<file path="src/sv/dsv_pkg.sv">
// shared types, constants and error codes of the date string validator
package dsv_pkg;

  localparam int YEAR_W      = 14;
  localparam int FIELD_W     = 7;
  localparam int MONTH_CFG_W = 4;
  localparam int ERR_W       = 3;
  localparam int DATE_W      = 27;
  localparam int CHAR_W      = 8;
  localparam int CFG_IDX_W   = 1;
  localparam int QUOT_W      = 8;
  localparam int REM_W       = 7;

  localparam int DSV_QUEUE_DEPTH = 2;

  localparam logic [CHAR_W-1:0] CH_ZERO = 8'd48;
  localparam logic [CHAR_W-1:0] CH_NINE = 8'd57;
  localparam logic [CHAR_W-1:0] CH_DASH = 8'd45;

  localparam logic [YEAR_W-1:0]  MIN_YEAR     = 14'd2000;
  localparam logic [YEAR_W-1:0]  MAX_YEAR_FIT = 14'd9999;
  localparam logic [YEAR_W-1:0]  YEAR_SAT     = 14'd16383;
  localparam logic [FIELD_W-1:0] FIELD_SAT    = 7'd127;
  localparam logic [FIELD_W-1:0] MONTH_MAX    = 7'd12;

  localparam logic [YEAR_W-1:0]      CUR_YEAR_RST  = 14'd2000;
  localparam logic [MONTH_CFG_W-1:0] CUR_MONTH_RST = 4'd1;

  // y / 100 as (y * 5243) >> 19, exact for every 14-bit y
  localparam logic [12:0] DIV100_MUL   = 13'd5243;
  localparam int          DIV100_SHIFT = 19;
  localparam logic [YEAR_W-1:0] CENT   = 14'd100;
  localparam logic [DATE_W-1:0] TEN_K  = 27'd10000;
  localparam logic [DATE_W-1:0] MIN_PACKED = 27'd20000101;

  localparam logic [CFG_IDX_W-1:0] CFG_YEAR  = 1'd0;
  localparam logic [CFG_IDX_W-1:0] CFG_MONTH = 1'd1;

  localparam logic [ERR_W-1:0] ERR_OK     = 3'd0;
  localparam logic [ERR_W-1:0] ERR_FORMAT = 3'd1;
  localparam logic [ERR_W-1:0] ERR_CHAR   = 3'd2;
  localparam logic [ERR_W-1:0] ERR_YEAR   = 3'd3;
  localparam logic [ERR_W-1:0] ERR_MONTH  = 3'd4;
  localparam logic [ERR_W-1:0] ERR_DAY    = 3'd5;

  typedef struct packed {
    logic [YEAR_W-1:0]  year;
    logic [FIELD_W-1:0] month;
    logic [FIELD_W-1:0] day;
    logic [ERR_W-1:0]   err;
  } dsv_rec_t;

endpackage

</file>
<file path="src/sv/dsv_fifo.sv">
// small register queue between the character front end and the date checker
module dsv_fifo #(
  parameter int DEPTH = 2,
  parameter int WIDTH = 8
) (
  input  logic             clk,
  input  logic             rst_n,
  input  logic             push,
  input  logic [WIDTH-1:0] push_data,
  input  logic             pop,
  output logic [WIDTH-1:0] pop_data,
  output logic             full,
  output logic             empty
);

  localparam int PTR_W = (DEPTH > 1) ? $clog2(DEPTH) : 1;
  localparam int CNT_W = $clog2(DEPTH + 1);
  localparam logic [PTR_W-1:0] LAST_PTR = PTR_W'(DEPTH - 1);
  localparam logic [CNT_W-1:0] FULL_CNT = CNT_W'(DEPTH);

  logic [WIDTH-1:0] mem_r [DEPTH];
  logic [PTR_W-1:0] wr_ptr_r, wr_ptr_nxt;
  logic [PTR_W-1:0] rd_ptr_r, rd_ptr_nxt;
  logic [CNT_W-1:0] cnt_r, cnt_nxt;

  assign full     = (cnt_r == FULL_CNT);
  assign empty    = (cnt_r == '0);
  assign pop_data = mem_r[rd_ptr_r];

  always_comb begin
    wr_ptr_nxt = wr_ptr_r;
    rd_ptr_nxt = rd_ptr_r;
    cnt_nxt    = cnt_r;
    if (push) begin
      wr_ptr_nxt = (wr_ptr_r == LAST_PTR) ? '0 : wr_ptr_r + 1'b1;
    end
    if (pop) begin
      rd_ptr_nxt = (rd_ptr_r == LAST_PTR) ? '0 : rd_ptr_r + 1'b1;
    end
    if (push && !pop) begin
      cnt_nxt = cnt_r + 1'b1;
    end else if (pop && !push) begin
      cnt_nxt = cnt_r - 1'b1;
    end
  end

  always_ff @(posedge clk) begin
    if (!rst_n) begin
      wr_ptr_r <= '0;
      rd_ptr_r <= '0;
      cnt_r    <= '0;
    end else begin
      wr_ptr_r <= wr_ptr_nxt;
      rd_ptr_r <= rd_ptr_nxt;
      cnt_r    <= cnt_nxt;
    end
  end

  always_ff @(posedge clk) begin
    if (push) begin
      mem_r[wr_ptr_r] <= push_data;
    end
  end

  a_no_overflow: assert property (@(posedge clk) disable iff (!rst_n)
    push |-> (!full || pop))
    else $error("queue written while full");

  a_no_underflow: assert property (@(posedge clk) disable iff (!rst_n)
    pop |-> !empty)
    else $error("queue read while empty");

  a_cnt_bound: assert property (@(posedge clk) disable iff (!rst_n)
    cnt_r <= FULL_CNT)
    else $error("queue count beyond depth");

endmodule

</file>
<file path="src/sv/dsv_front.sv">
// character front end: field accumulators, format and character checks
module dsv_front
  import dsv_pkg::*;
(
  input  logic              clk,
  input  logic              rst_n,
  input  logic              in_valid,
  output logic              in_stall,
  input  logic [CHAR_W-1:0] in_char_code,
  input  logic              in_is_last,
  input  logic              q_full,
  output logic              push,
  output dsv_rec_t          push_rec
);

  logic [YEAR_W-1:0]  year_r, year_nxt;
  logic [FIELD_W-1:0] month_r, month_nxt;
  logic [FIELD_W-1:0] day_r, day_nxt;
  logic [1:0]         dash_r, dash_nxt;
  logic               prev_dash_r;
  logic               first_r;
  logic [ERR_W-1:0]   ferr_r, ferr_nxt;

  logic               is_dash;
  logic               is_digit;
  logic [3:0]         digit;
  logic [YEAR_W+3:0]  year_calc;
  logic [FIELD_W+3:0] month_calc;
  logic [FIELD_W+3:0] day_calc;
  logic               take;
  logic [ERR_W-1:0]   end_err;

  assign in_stall = q_full;
  assign take     = in_valid && !in_stall;
  assign push     = take && in_is_last;

  always_comb begin
    is_dash  = (in_char_code == CH_DASH);
    is_digit = (in_char_code >= CH_ZERO) && (in_char_code <= CH_NINE);
    digit    = in_char_code[3:0];

    year_calc  = (YEAR_W+4)'({year_r, 3'b000}) + (YEAR_W+4)'({year_r, 1'b0})
               + (YEAR_W+4)'(digit);
    month_calc = (FIELD_W+4)'({month_r, 3'b000}) + (FIELD_W+4)'({month_r, 1'b0})
               + (FIELD_W+4)'(digit);
    day_calc   = (FIELD_W+4)'({day_r, 3'b000}) + (FIELD_W+4)'({day_r, 1'b0})
               + (FIELD_W+4)'(digit);

    year_nxt  = year_r;
    month_nxt = month_r;
    day_nxt   = day_r;
    if (is_digit) begin
      if (dash_r == 2'd0) begin
        year_nxt = (year_calc > (YEAR_W+4)'(YEAR_SAT)) ? YEAR_SAT : year_calc[YEAR_W-1:0];
      end else if (dash_r == 2'd1) begin
        month_nxt = (month_calc > (FIELD_W+4)'(FIELD_SAT)) ? FIELD_SAT
                                                           : month_calc[FIELD_W-1:0];
      end else begin
        day_nxt = (day_calc > (FIELD_W+4)'(FIELD_SAT)) ? FIELD_SAT : day_calc[FIELD_W-1:0];
      end
    end

    dash_nxt = (is_dash && dash_r != 2'd3) ? dash_r + 2'd1 : dash_r;

    ferr_nxt = ferr_r;
    if (ferr_r == ERR_OK) begin
      if (first_r && is_dash) begin
        ferr_nxt = ERR_FORMAT;
      end else if (!is_digit && !is_dash) begin
        ferr_nxt = ERR_CHAR;
      end else if (is_dash && prev_dash_r) begin
        ferr_nxt = ERR_FORMAT;
      end
    end

    end_err = ferr_nxt;
    if (ferr_nxt == ERR_OK && (dash_nxt != 2'd2 || is_dash)) begin
      end_err = ERR_FORMAT;
    end

    push_rec.year  = year_nxt;
    push_rec.month = month_nxt;
    push_rec.day   = day_nxt;
    push_rec.err   = end_err;
  end

  always_ff @(posedge clk) begin
    if (!rst_n) begin
      year_r      <= '0;
      month_r     <= '0;
      day_r       <= '0;
      dash_r      <= '0;
      prev_dash_r <= 1'b0;
      first_r     <= 1'b1;
      ferr_r      <= ERR_OK;
    end else if (take) begin
      if (in_is_last) begin
        year_r      <= '0;
        month_r     <= '0;
        day_r       <= '0;
        dash_r      <= '0;
        prev_dash_r <= 1'b0;
        first_r     <= 1'b1;
        ferr_r      <= ERR_OK;
      end else begin
        year_r      <= year_nxt;
        month_r     <= month_nxt;
        day_r       <= day_nxt;
        dash_r      <= dash_nxt;
        prev_dash_r <= is_dash;
        first_r     <= 1'b0;
        ferr_r      <= ferr_nxt;
      end
    end
  end

  a_clear_after_last: assert property (@(posedge clk) disable iff (!rst_n)
    push |=> (first_r && ferr_r == ERR_OK && dash_r == 2'd0))
    else $error("string state not cleared after final character");

  a_first_only_at_start: assert property (@(posedge clk) disable iff (!rst_n)
    (take && !in_is_last) |=> !first_r)
    else $error("first character mark kept after a character");

endmodule

</file>
<file path="src/sv/dsv_back.sv">
// date checker: year, month and day range checks, leap rule and date packing
module dsv_back
  import dsv_pkg::*;
(
  input  logic                   clk,
  input  logic                   rst_n,
  input  logic [YEAR_W-1:0]      cur_year,
  input  logic [MONTH_CFG_W-1:0] cur_month,
  input  logic                   q_empty,
  input  dsv_rec_t               q_rec,
  output logic                   pop,
  output logic                   out_valid,
  input  logic                   out_stall,
  output logic [ERR_W-1:0]       out_error_code,
  output logic [DATE_W-1:0]      out_packed_date
);

  // stage 1 registers
  logic               s1_v_r;
  logic [ERR_W-1:0]   s1_err_r;
  logic [YEAR_W-1:0]  s1_year_r;
  logic [FIELD_W-1:0] s1_month_r;
  logic [FIELD_W-1:0] s1_day_r;
  logic [QUOT_W-1:0]  s1_quot_r;
  logic [DATE_W-1:0]  s1_ybase_r;

  // output registers
  logic               out_valid_r;
  logic [ERR_W-1:0]   out_err_r;
  logic [DATE_W-1:0]  out_date_r;

  logic               out_rdy;
  logic               s1_rdy;

  logic [YEAR_W-1:0]  ybound;
  logic [ERR_W-1:0]   s1_err_nxt;
  logic [DATE_W-1:0]  div_prod;
  logic [QUOT_W-1:0]  quot_nxt;
  logic [DATE_W-1:0]  ybase_nxt;

  logic [YEAR_W-1:0]  rem_full;
  logic [REM_W-1:0]   rem;
  logic               leap;
  logic [4:0]         mdays;
  logic [ERR_W-1:0]   out_err_nxt;
  logic [DATE_W-1:0]  out_date_nxt;

  assign out_rdy = !out_valid_r || !out_stall;
  assign s1_rdy  = !s1_v_r || out_rdy;
  assign pop     = !q_empty && s1_rdy;

  always_comb begin
    ybound = (cur_year > MAX_YEAR_FIT) ? MAX_YEAR_FIT : cur_year;

    s1_err_nxt = q_rec.err;
    if (s1_err_nxt == ERR_OK && (q_rec.year < MIN_YEAR || q_rec.year > ybound)) begin
      s1_err_nxt = ERR_YEAR;
    end
    if (s1_err_nxt == ERR_OK &&
        (q_rec.month == '0 || q_rec.month > MONTH_MAX ||
         (q_rec.year == cur_year && q_rec.month > FIELD_W'(cur_month)))) begin
      s1_err_nxt = ERR_MONTH;
    end

    div_prod  = DATE_W'(q_rec.year) * DATE_W'(DIV100_MUL);
    quot_nxt  = QUOT_W'(div_prod >> DIV100_SHIFT);
    ybase_nxt = DATE_W'(q_rec.year) * TEN_K;
  end

  always_comb begin
    rem_full = s1_year_r - (YEAR_W'(s1_quot_r) * CENT);
    rem      = rem_full[REM_W-1:0];
    leap     = (rem != '0) ? (s1_year_r[1:0] == 2'b00) : (s1_quot_r[1:0] == 2'b00);

    unique case (s1_month_r) inside
      7'd4, 7'd6, 7'd9, 7'd11: mdays = 5'd30;
      7'd2:                    mdays = leap ? 5'd29 : 5'd28;
      default:                 mdays = 5'd31;
    endcase

    out_err_nxt = s1_err_r;
    if (out_err_nxt == ERR_OK && (s1_day_r == '0 || s1_day_r > FIELD_W'(mdays))) begin
      out_err_nxt = ERR_DAY;
    end

    out_date_nxt = '0;
    if (out_err_nxt == ERR_OK) begin
      out_date_nxt = s1_ybase_r + DATE_W'(YEAR_W'(s1_month_r) * CENT) + DATE_W'(s1_day_r);
    end
  end

  always_ff @(posedge clk) begin
    if (!rst_n) begin
      s1_v_r      <= 1'b0;
      out_valid_r <= 1'b0;
    end else begin
      if (s1_rdy) begin
        s1_v_r <= pop;
      end
      if (out_rdy) begin
        out_valid_r <= s1_v_r;
      end
    end
  end

  always_ff @(posedge clk) begin
    if (pop) begin
      s1_err_r   <= s1_err_nxt;
      s1_year_r  <= q_rec.year;
      s1_month_r <= q_rec.month;
      s1_day_r   <= q_rec.day;
      s1_quot_r  <= quot_nxt;
      s1_ybase_r <= ybase_nxt;
    end
    if (out_rdy && s1_v_r) begin
      out_err_r  <= out_err_nxt;
      out_date_r <= out_date_nxt;
    end
  end

  assign out_valid       = out_valid_r;
  assign out_error_code  = out_err_r;
  assign out_packed_date = out_date_r;

  a_err_zero_date: assert property (@(posedge clk) disable iff (!rst_n)
    (out_valid_r && out_err_r != ERR_OK) |-> (out_date_r == '0))
    else $error("packed date not zero on an error result");

  a_ok_date_range: assert property (@(posedge clk) disable iff (!rst_n)
    (out_valid_r && out_err_r == ERR_OK) |-> (out_date_r >= MIN_PACKED))
    else $error("accepted date below the lowest valid date");

  a_pop_only_when_free: assert property (@(posedge clk) disable iff (!rst_n)
    pop |-> (!s1_v_r || !out_valid_r || !out_stall))
    else $error("checker stage loaded while full and blocked");

endmodule

</file>
<file path="src/sv/date_string_validator.sv">
// top level of the date string validator: configuration registers and block wiring
//
//  channel | direction | ports                                     | handshake
//  in      | input     | in_char_code, in_is_last                  | in_valid / in_stall
//  out     | output    | out_error_code, out_packed_date           | out_valid / out_stall
//  cfg     | input     | cfg_index, cfg_data                       | cfg_valid / cfg_ready
//
//  one character per cycle while in_stall is low; the front accumulators update as each character is taken
//  the result of a string passes the queue, the checker stage and the output registers to out_valid
//  a queue of QUEUE_DEPTH strings lets the front run on while the output is stalled
//  in_stall rises only when that queue is full; cfg_ready is always high
//  synchronous reset clears all string state and loads year 2000, month 1
module date_string_validator
  import dsv_pkg::*;
#(
  parameter int QUEUE_DEPTH = DSV_QUEUE_DEPTH
) (
  input  logic                 clk,
  input  logic                 rst_n,
  input  logic                 in_valid,
  output logic                 in_stall,
  input  logic [CHAR_W-1:0]    in_char_code,
  input  logic                 in_is_last,
  output logic                 out_valid,
  input  logic                 out_stall,
  output logic [ERR_W-1:0]     out_error_code,
  output logic [DATE_W-1:0]    out_packed_date,
  input  logic                 cfg_valid,
  output logic                 cfg_ready,
  input  logic [CFG_IDX_W-1:0] cfg_index,
  input  logic [YEAR_W-1:0]    cfg_data
);

  localparam int REC_W = $bits(dsv_rec_t);

  logic [YEAR_W-1:0]      cur_year_r;
  logic [MONTH_CFG_W-1:0] cur_month_r;

  logic             q_push;
  logic             q_pop;
  logic             q_full;
  logic             q_empty;
  dsv_rec_t         push_rec;
  dsv_rec_t         head_rec;
  logic [REC_W-1:0] head_bits;

  assign cfg_ready = 1'b1;

  always_ff @(posedge clk) begin
    if (!rst_n) begin
      cur_year_r  <= CUR_YEAR_RST;
      cur_month_r <= CUR_MONTH_RST;
    end else if (cfg_valid && cfg_ready) begin
      unique case (cfg_index)
        CFG_YEAR:  cur_year_r  <= cfg_data;
        CFG_MONTH: cur_month_r <= cfg_data[MONTH_CFG_W-1:0];
        default:   ;
      endcase
    end
  end

  dsv_front u_front (
    .clk          (clk),
    .rst_n        (rst_n),
    .in_valid     (in_valid),
    .in_stall     (in_stall),
    .in_char_code (in_char_code),
    .in_is_last   (in_is_last),
    .q_full       (q_full),
    .push         (q_push),
    .push_rec     (push_rec)
  );

  dsv_fifo #(
    .DEPTH (QUEUE_DEPTH),
    .WIDTH (REC_W)
  ) u_queue (
    .clk       (clk),
    .rst_n     (rst_n),
    .push      (q_push),
    .push_data (push_rec),
    .pop       (q_pop),
    .pop_data  (head_bits),
    .full      (q_full),
    .empty     (q_empty)
  );

  assign head_rec = head_bits;

  dsv_back u_back (
    .clk             (clk),
    .rst_n           (rst_n),
    .cur_year        (cur_year_r),
    .cur_month       (cur_month_r),
    .q_empty         (q_empty),
    .q_rec           (head_rec),
    .pop             (q_pop),
    .out_valid       (out_valid),
    .out_stall       (out_stall),
    .out_error_code  (out_error_code),
    .out_packed_date (out_packed_date)
  );

endmodule

</file>
<file path="config.mk">
export PLATFORM = sky130hd
export DESIGN_NAME = date_string_validator
export DESIGN_NICKNAME = d
export VERILOG_FILES = /design/src/sv/dsv_pkg.sv /design/src/sv/dsv_fifo.sv /design/src/sv/dsv_front.sv /design/src/sv/dsv_back.sv /design/src/sv/date_string_validator.sv
export SDC_FILE = /design/constraint.sdc
export NUM_CORES = 1
export LEC_CHECK = 0
export BUFFER_PORTS_ARGS = -buffer_cell sky130_fd_sc_hd__buf_2
export CAP_MARGIN = 10
export CORE_ASPECT_RATIO = 0.8
export CORE_MARGIN = 2
export CORE_UTILIZATION = 45
export CTS_BUF_LIST = sky130_fd_sc_hd__clkbuf_16
export CTS_CLUSTER_SIZE = 10
export DETAILED_ROUTE_END_ITERATION = 16
export HOLD_SLACK_MARGIN = 0.1
export PLACE_DENSITY_LB_ADDON = 0.15
export SLEW_MARGIN = 5
export SYNTH_ARGS = -nofsm -noshare
export SYNTH_HDL_FRONTEND = slang
export SYNTH_SLANG_ARGS = --single-unit
export TNS_END_PERCENT = 30
</file>
<file path="constraint.sdc">
create_clock -name clk -period 6.1 [get_ports clk]
set_input_delay 0.61 -clock clk [delete_from_list [all_inputs] [get_ports clk]]
set_output_delay 0.61 -clock clk [all_outputs]
set_load 0.05 [all_outputs]
</file>
---- Yosys cells after proc, flatten, opt, wreduce, memory -nomap -nowiden ----
Memory sizes are Yosys's and may differ from the RTL's. A register that Yosys moved wholly into a read port is not among the register bits.
Index checks and enable logic that the tools add are counted.
storage, ports and cells
  bits in registers ....................... 144
  memory bits (writable) .................. 62
  input port bits ......................... 29
  output and inout port bits .............. 33
  word-level logic and storage cells ...... 151
  memories ................................ 1
cells by class
  add/subtract/negate cells ............... 14
  $mul .................................... 4
  order comparisons ....................... 11
  equality and inequality tests ........... 11
  mux-type cells .......................... 38
  bitwise gates (word level) .............. 1
  reductions and logical operators ........ 49
memories
  name           words  bits a word  read ports  clocked after memory_dff  write ports  RTL line        text
  u_queue.mem_r  2      31           1           1                         1            dsv_fifo.sv:21  logic [WIDTH-1:0] mem_r [DEPTH];
operator list
  kind                    count
  $mux 14                 5
  $mux 7                  10
  $add 27x14->27          1
  $add 27x7->27           1
  $mul 14x13->27 const B  1
  $mux 3                  8
  $mul 14x10->23 const B  1
  $add 10x8->11           2
  $add 11x4->11           2
  $gt 11x7->1 const B     2
  $add 17x15->18          1
  $add 18x4->18           1
  $gt 18x14->1 const B    1
  $logic_not 3->1         6
  $logic_and 1x1->1       16
  $eq 14x14->1            1
  $eq 7x3->1 const B      2
  $eq 7x4->1 const B      2
  $gt 14x14->1            1
  $gt 14x14->1 const B    1
  $logic_not 7->1         2
  $lt 14x11->1 const B    1
  $mul 7x5->12 const B    1
  $mux 1                  10
  25 further kinds        49

---- Logic depth before layout (Yosys ltp) ----
  word-level depth ........................ 11
  gate-level depth with buffers ........... 23
  depth with buffers taken out ............ 20

---- Cells and area by module ----
Synthesis repeated with hierarchy kept, for this count alone.
second synthesis, totals
  cells, all modules ...................... 1,576
  area, all modules ....................... 16,783.6 um^2
modules (own cells, without submodules)
  module                 times used  cells each  area an instance (um^2)  sequential area each (um^2)
  dsv_back               1           993         10,214.8                 2,382.3
  dsv_front              1           385         3,362.0                  700.7
  dsv_fifo               1           118         2,444.8                  1,961.9
  date_string_validator  1           80          762.0                    360.3

---- Worst setup path before layout ----
OpenSTA, ideal clock, no wires.
  kind .................................... flip-flop to flip-flop
  from .................................... reg with a tool-made name
  to ...................................... reg u_back.s1_ybase_r[26] (data pin)
  library setup time ...................... 273 ps
  data arrival time ....................... 6,433 ps
  required time ........................... 5,827 ps
  path slack .............................. -605 ps
  stages on the path, launching flop included .. 24
  path buffers ............................ 3
  clock period less this slack ............ 6,705 ps
  cell sequence ........................... dfxtp_1 > clkbuf_1 > clkbuf_1 > clkbuf_1 > mux2i_1 > inv_1 > fa_1 > ha_1 > inv_1 > fa_1 > inv_1 > ha_1 > inv_1 > fa_1 > inv_1 > ha_1 > a211o_1 > or4_1 > o22ai_1 > o31ai_1 > nor2b_1 > nor3_1 > a2111oi_0 > xnor2_1
RTL lines
  what                  RTL line         text
  end signal, assigned  dsv_back.sv:113  s1_ybase_r <= ybase_nxt;
  end, declared         dsv_back.sv:25   logic [DATE_W-1:0] s1_ybase_r;

==> impl_metrics.csv <==
group,metric,value,unit
layout,finalNonFillerCells,2146,
global_routing,grt_overflow,0,
timing,worst_pin_slew,1093,ps
floorplan,core,0.03576,mm^2
layout,syn2layout_area_growth,10.40,%
timing,setup_slack,363.0,ps
status,status,"finished clean",
logic_synthesis,synthesis.area,0.01629,mm^2
critical_path,reg2regPathDepth,19,
min_path,holdCritPathClass,"primary input to register",
clock_network,clk_latency,450,ps
drt,drt_iter0_markers,896,
logic_synthesis,synth.distinct_cells,63,
global_routing,antenna_found_initial,0,
drt,dr.pass1.iters,7,
global_routing,first_global_vias,10830,
layout,nets,2057,
layout,n_antenna_cell,0,
logic_synthesis,ys.flop_type,"edfxtp_1",
drt,routed_wl,35.10,mm
job,cap_violations,0,
timing,relSlewSlack,0.2714,
floorplan,die_h,174.2,um
clock_network,clk_pin_slew,90,ps
critical_path,path_cells,"mux2_2 -> fa_1 -> ha_1 -> inv_1 -> fa_1 -> inv_1 -> ha_1 -> inv_1 -> fa_1 -> inv_1 -> ha_1 -> a211o_1 -> or4_1 -> o22ai_1 -> o31ai_1 -> nor2b_1 -> nor3_1 -> a2111oi_2 -> xnor2_1",
placed_design,dp_cells,2114,
clock_network,cts.htree.levels,4,
layout,drive_gt1_frac,0.09364,
critical_path,cp_common_cell,"inv_1",
critical_path,worstSetupPathType,"register to register",
critical_path,cp_slowest_stage_delay,530,ps
timing,rsz0062_at_grt,"no",
logic_synthesis,yosys.area.top_type,"edfxtp_1",
global_routing,grt_max_degree,49,
floorplan,start_util,0.4556,
clock_network,numCtsBuffers,17,
critical_path,required,6270,ps
timing,drv_slew,0,
min_path,hold_start,"cfg_data[8]",
timing,skew,22.54,ps
critical_path,crit_buf_inv,4,
floorplan,die_width,216.7,um
placed_design,port_buffers,60,
logic_synthesis,syn_avg_cell_area,10.37,um^2
critical_path,cp_max_fo,8,
floorplan,fp-row-count,62,
critical_path,cp_top_family,"adder cells",
layout,final_common_cell,"ha_1",
drt,wl_per_cell,16.36,um
placed_design,dp_hpwl,28.85,mm
global_routing,track_usage,0.1953,
logic_synthesis,synthArstFlopShare,0,
clock_network,tritoncts,"done",
clock_network,ctsHoldBuffers,0,
timing,clock.fmax,0.1743,GHz
logic_synthesis,syn_nets,1975,
timing,hold_violations,0,
critical_path,rrSetupSlack,360,ps
drt,vias_per_cell,5.147,
min_path,whs_path_depth,3,
layout,final_area,0.01799,mm^2
logic_synthesis,synth_cells,1571,
logic_synthesis,yosys_register_bits,200,
min_path,holdPathEnd,"cur_year_r[8]$_SDFFE_PN1P_",
drt,num_vias,11050,
logic_synthesis,yosys.area.top_type_share,0.2580,
global_routing,grt_pass1_wl,58.19,mm
placed_design,gp_congestion,0.8801,
placed_design,pre_cts_ws,75.00,ps
clock_network,clock_path_buffers,2,
logic_synthesis,synth_area_leaders,"edfxtp_1 26%, ha_1 22%, fa_1 11%",
logic_synthesis,yosysWarnings,0,
timing,setup_violations,0,
timing,min_period,5737,ps
logic_synthesis,synth-edff-count,140,
drt,ant_nets,0,
layout,final_cell_mix,"284 x ha_1, 225 x inv_1, 140 x edfxtp_1, 114 x nor2_1, 99 x nand2_1",
timing,fin_crit_sh,0.9405,
critical_path,setup.worst_path.end_class,"register",
clock_network,clockRootBuffer,"clkbuf_16",
clock_network,clock-sinks,200,
placed_design,dpl_cell_area,0.01733,mm^2
timing,final.setup.tns,0,ps
drt,drcViolationCount,0,
critical_path,r2r_end,"u_back.s1_ybase_r[26]$_DFFE_PP_",
logic_synthesis,ys_seq_area_frac,0.3317,
critical_path,critPathSlowestCell,"fa_1",
floorplan,io_pins,62,
critical_path,crit_arrival,5910,ps
critical_path,start_kind,"register",
floorplan,dieArea,0.03775,mm^2
[stage by stage]
step                hold slack [ps]  utilization
detailed placement            439.4       0.4846
finish                        372.3       0.5030
CTS                           355.2       0.5025
global route                  373.5       0.5030
global placement              431.7       0.4846
floorplan                     422.4            -
[synth_stat cells (25+ instances only)]
| cell | count |
|---|---|
| nand2_1 | 99 |
| edfxtp_1 | 140 |
| inv_1 | 228 |
| nor2_1 | 115 |
| o21ai_0 | 39 |
| xnor2_1 | 52 |
| xor2_1 | 33 |
| fa_1 | 91 |
| a21oi_1 | 62 |
| a21o_1 | 33 |
| clkbuf_1 | 25 |
| ha_1 | 284 |
| dfxtp_1 | 60 |
[registers in the layout, indices dropped and copies added, names as in the netlist, 14 cells and up, named ones only]
signal                  cells
cur_year_r                 14
u_back.out_packed_date     27
u_back.s1_ybase_r          19
u_front.year_r             14
u_queue.mem_r              62
[per-layer routing]
| metal | vias up | GRT usage | routed length (um) |
|---|---|---|---|
| li1 | 5614 | - | - |
| met3 | 13 | 0.02905 | 1210 |
| met4 | 0 | 0.03539 | 198 |
| met2 | 164 | 0.2858 | 15040 |
| met5 | - | 0 | 0 |
| met1 | 5255 | 0.3059 | 18650 |
[worst max-delay path by stage]
stage | from | to | slack [ps] | cells after the start
global route | register | u_back.s1_ybase_r[26]$_DFFE_PP_ | 30 | 20
floorplan | register | u_back.s1_ybase_r[26]$_DFFE_PP_ | 40 | 23
detailed placement | register | u_back.s1_ybase_r[26]$_DFFE_PP_ | 70 | 21
finish | register | u_back.s1_ybase_r[26]$_DFFE_PP_ | 360 | 19
global placement | register | u_back.s1_quot_r[4]$_DFFE_PP_ | 250 | 21
CTS | register | u_back.s1_ybase_r[26]$_DFFE_PP_ | 40 | 21
[worst min-delay path: stages]
cell,delay [ps]
buf_2,80
nand2_1,40
nand3_1,60
[kinds of logic after synthesis]
family	synth area share
AO/OA/AOI/OAI	0.1063
XOR/XNOR	0.04569
adder cells (fa/ha/maj)	0.3299
buffers and inverters	0.05997
flip-flops	0.3317
multiplexers	0.01974
other	0.0002302
AND/OR/NAND/NOR	0.1064
[final cells by class]
cell class	instances	area, um^2
well taps	480	600.6
multi-input cells	1114	9945
repair buffers	92	540.5
inverters	228	855.8
flip-flops and latches	200	5406
clock inverters	15	214.0
fillers	3193	17770
clock buffers	17	425.4
[repair_timing]
action / in CTS / in global routing
hold endpoints to repair: 0 / 0
endpoints found under the setup margin: 0 / 3
resized for setup: 0 / 4
buffers inserted: 0 / 0
Power is left out: the tool's default activity adds up to more than one toggle a clock period on the data nets, which glitch-free logic cannot reach.
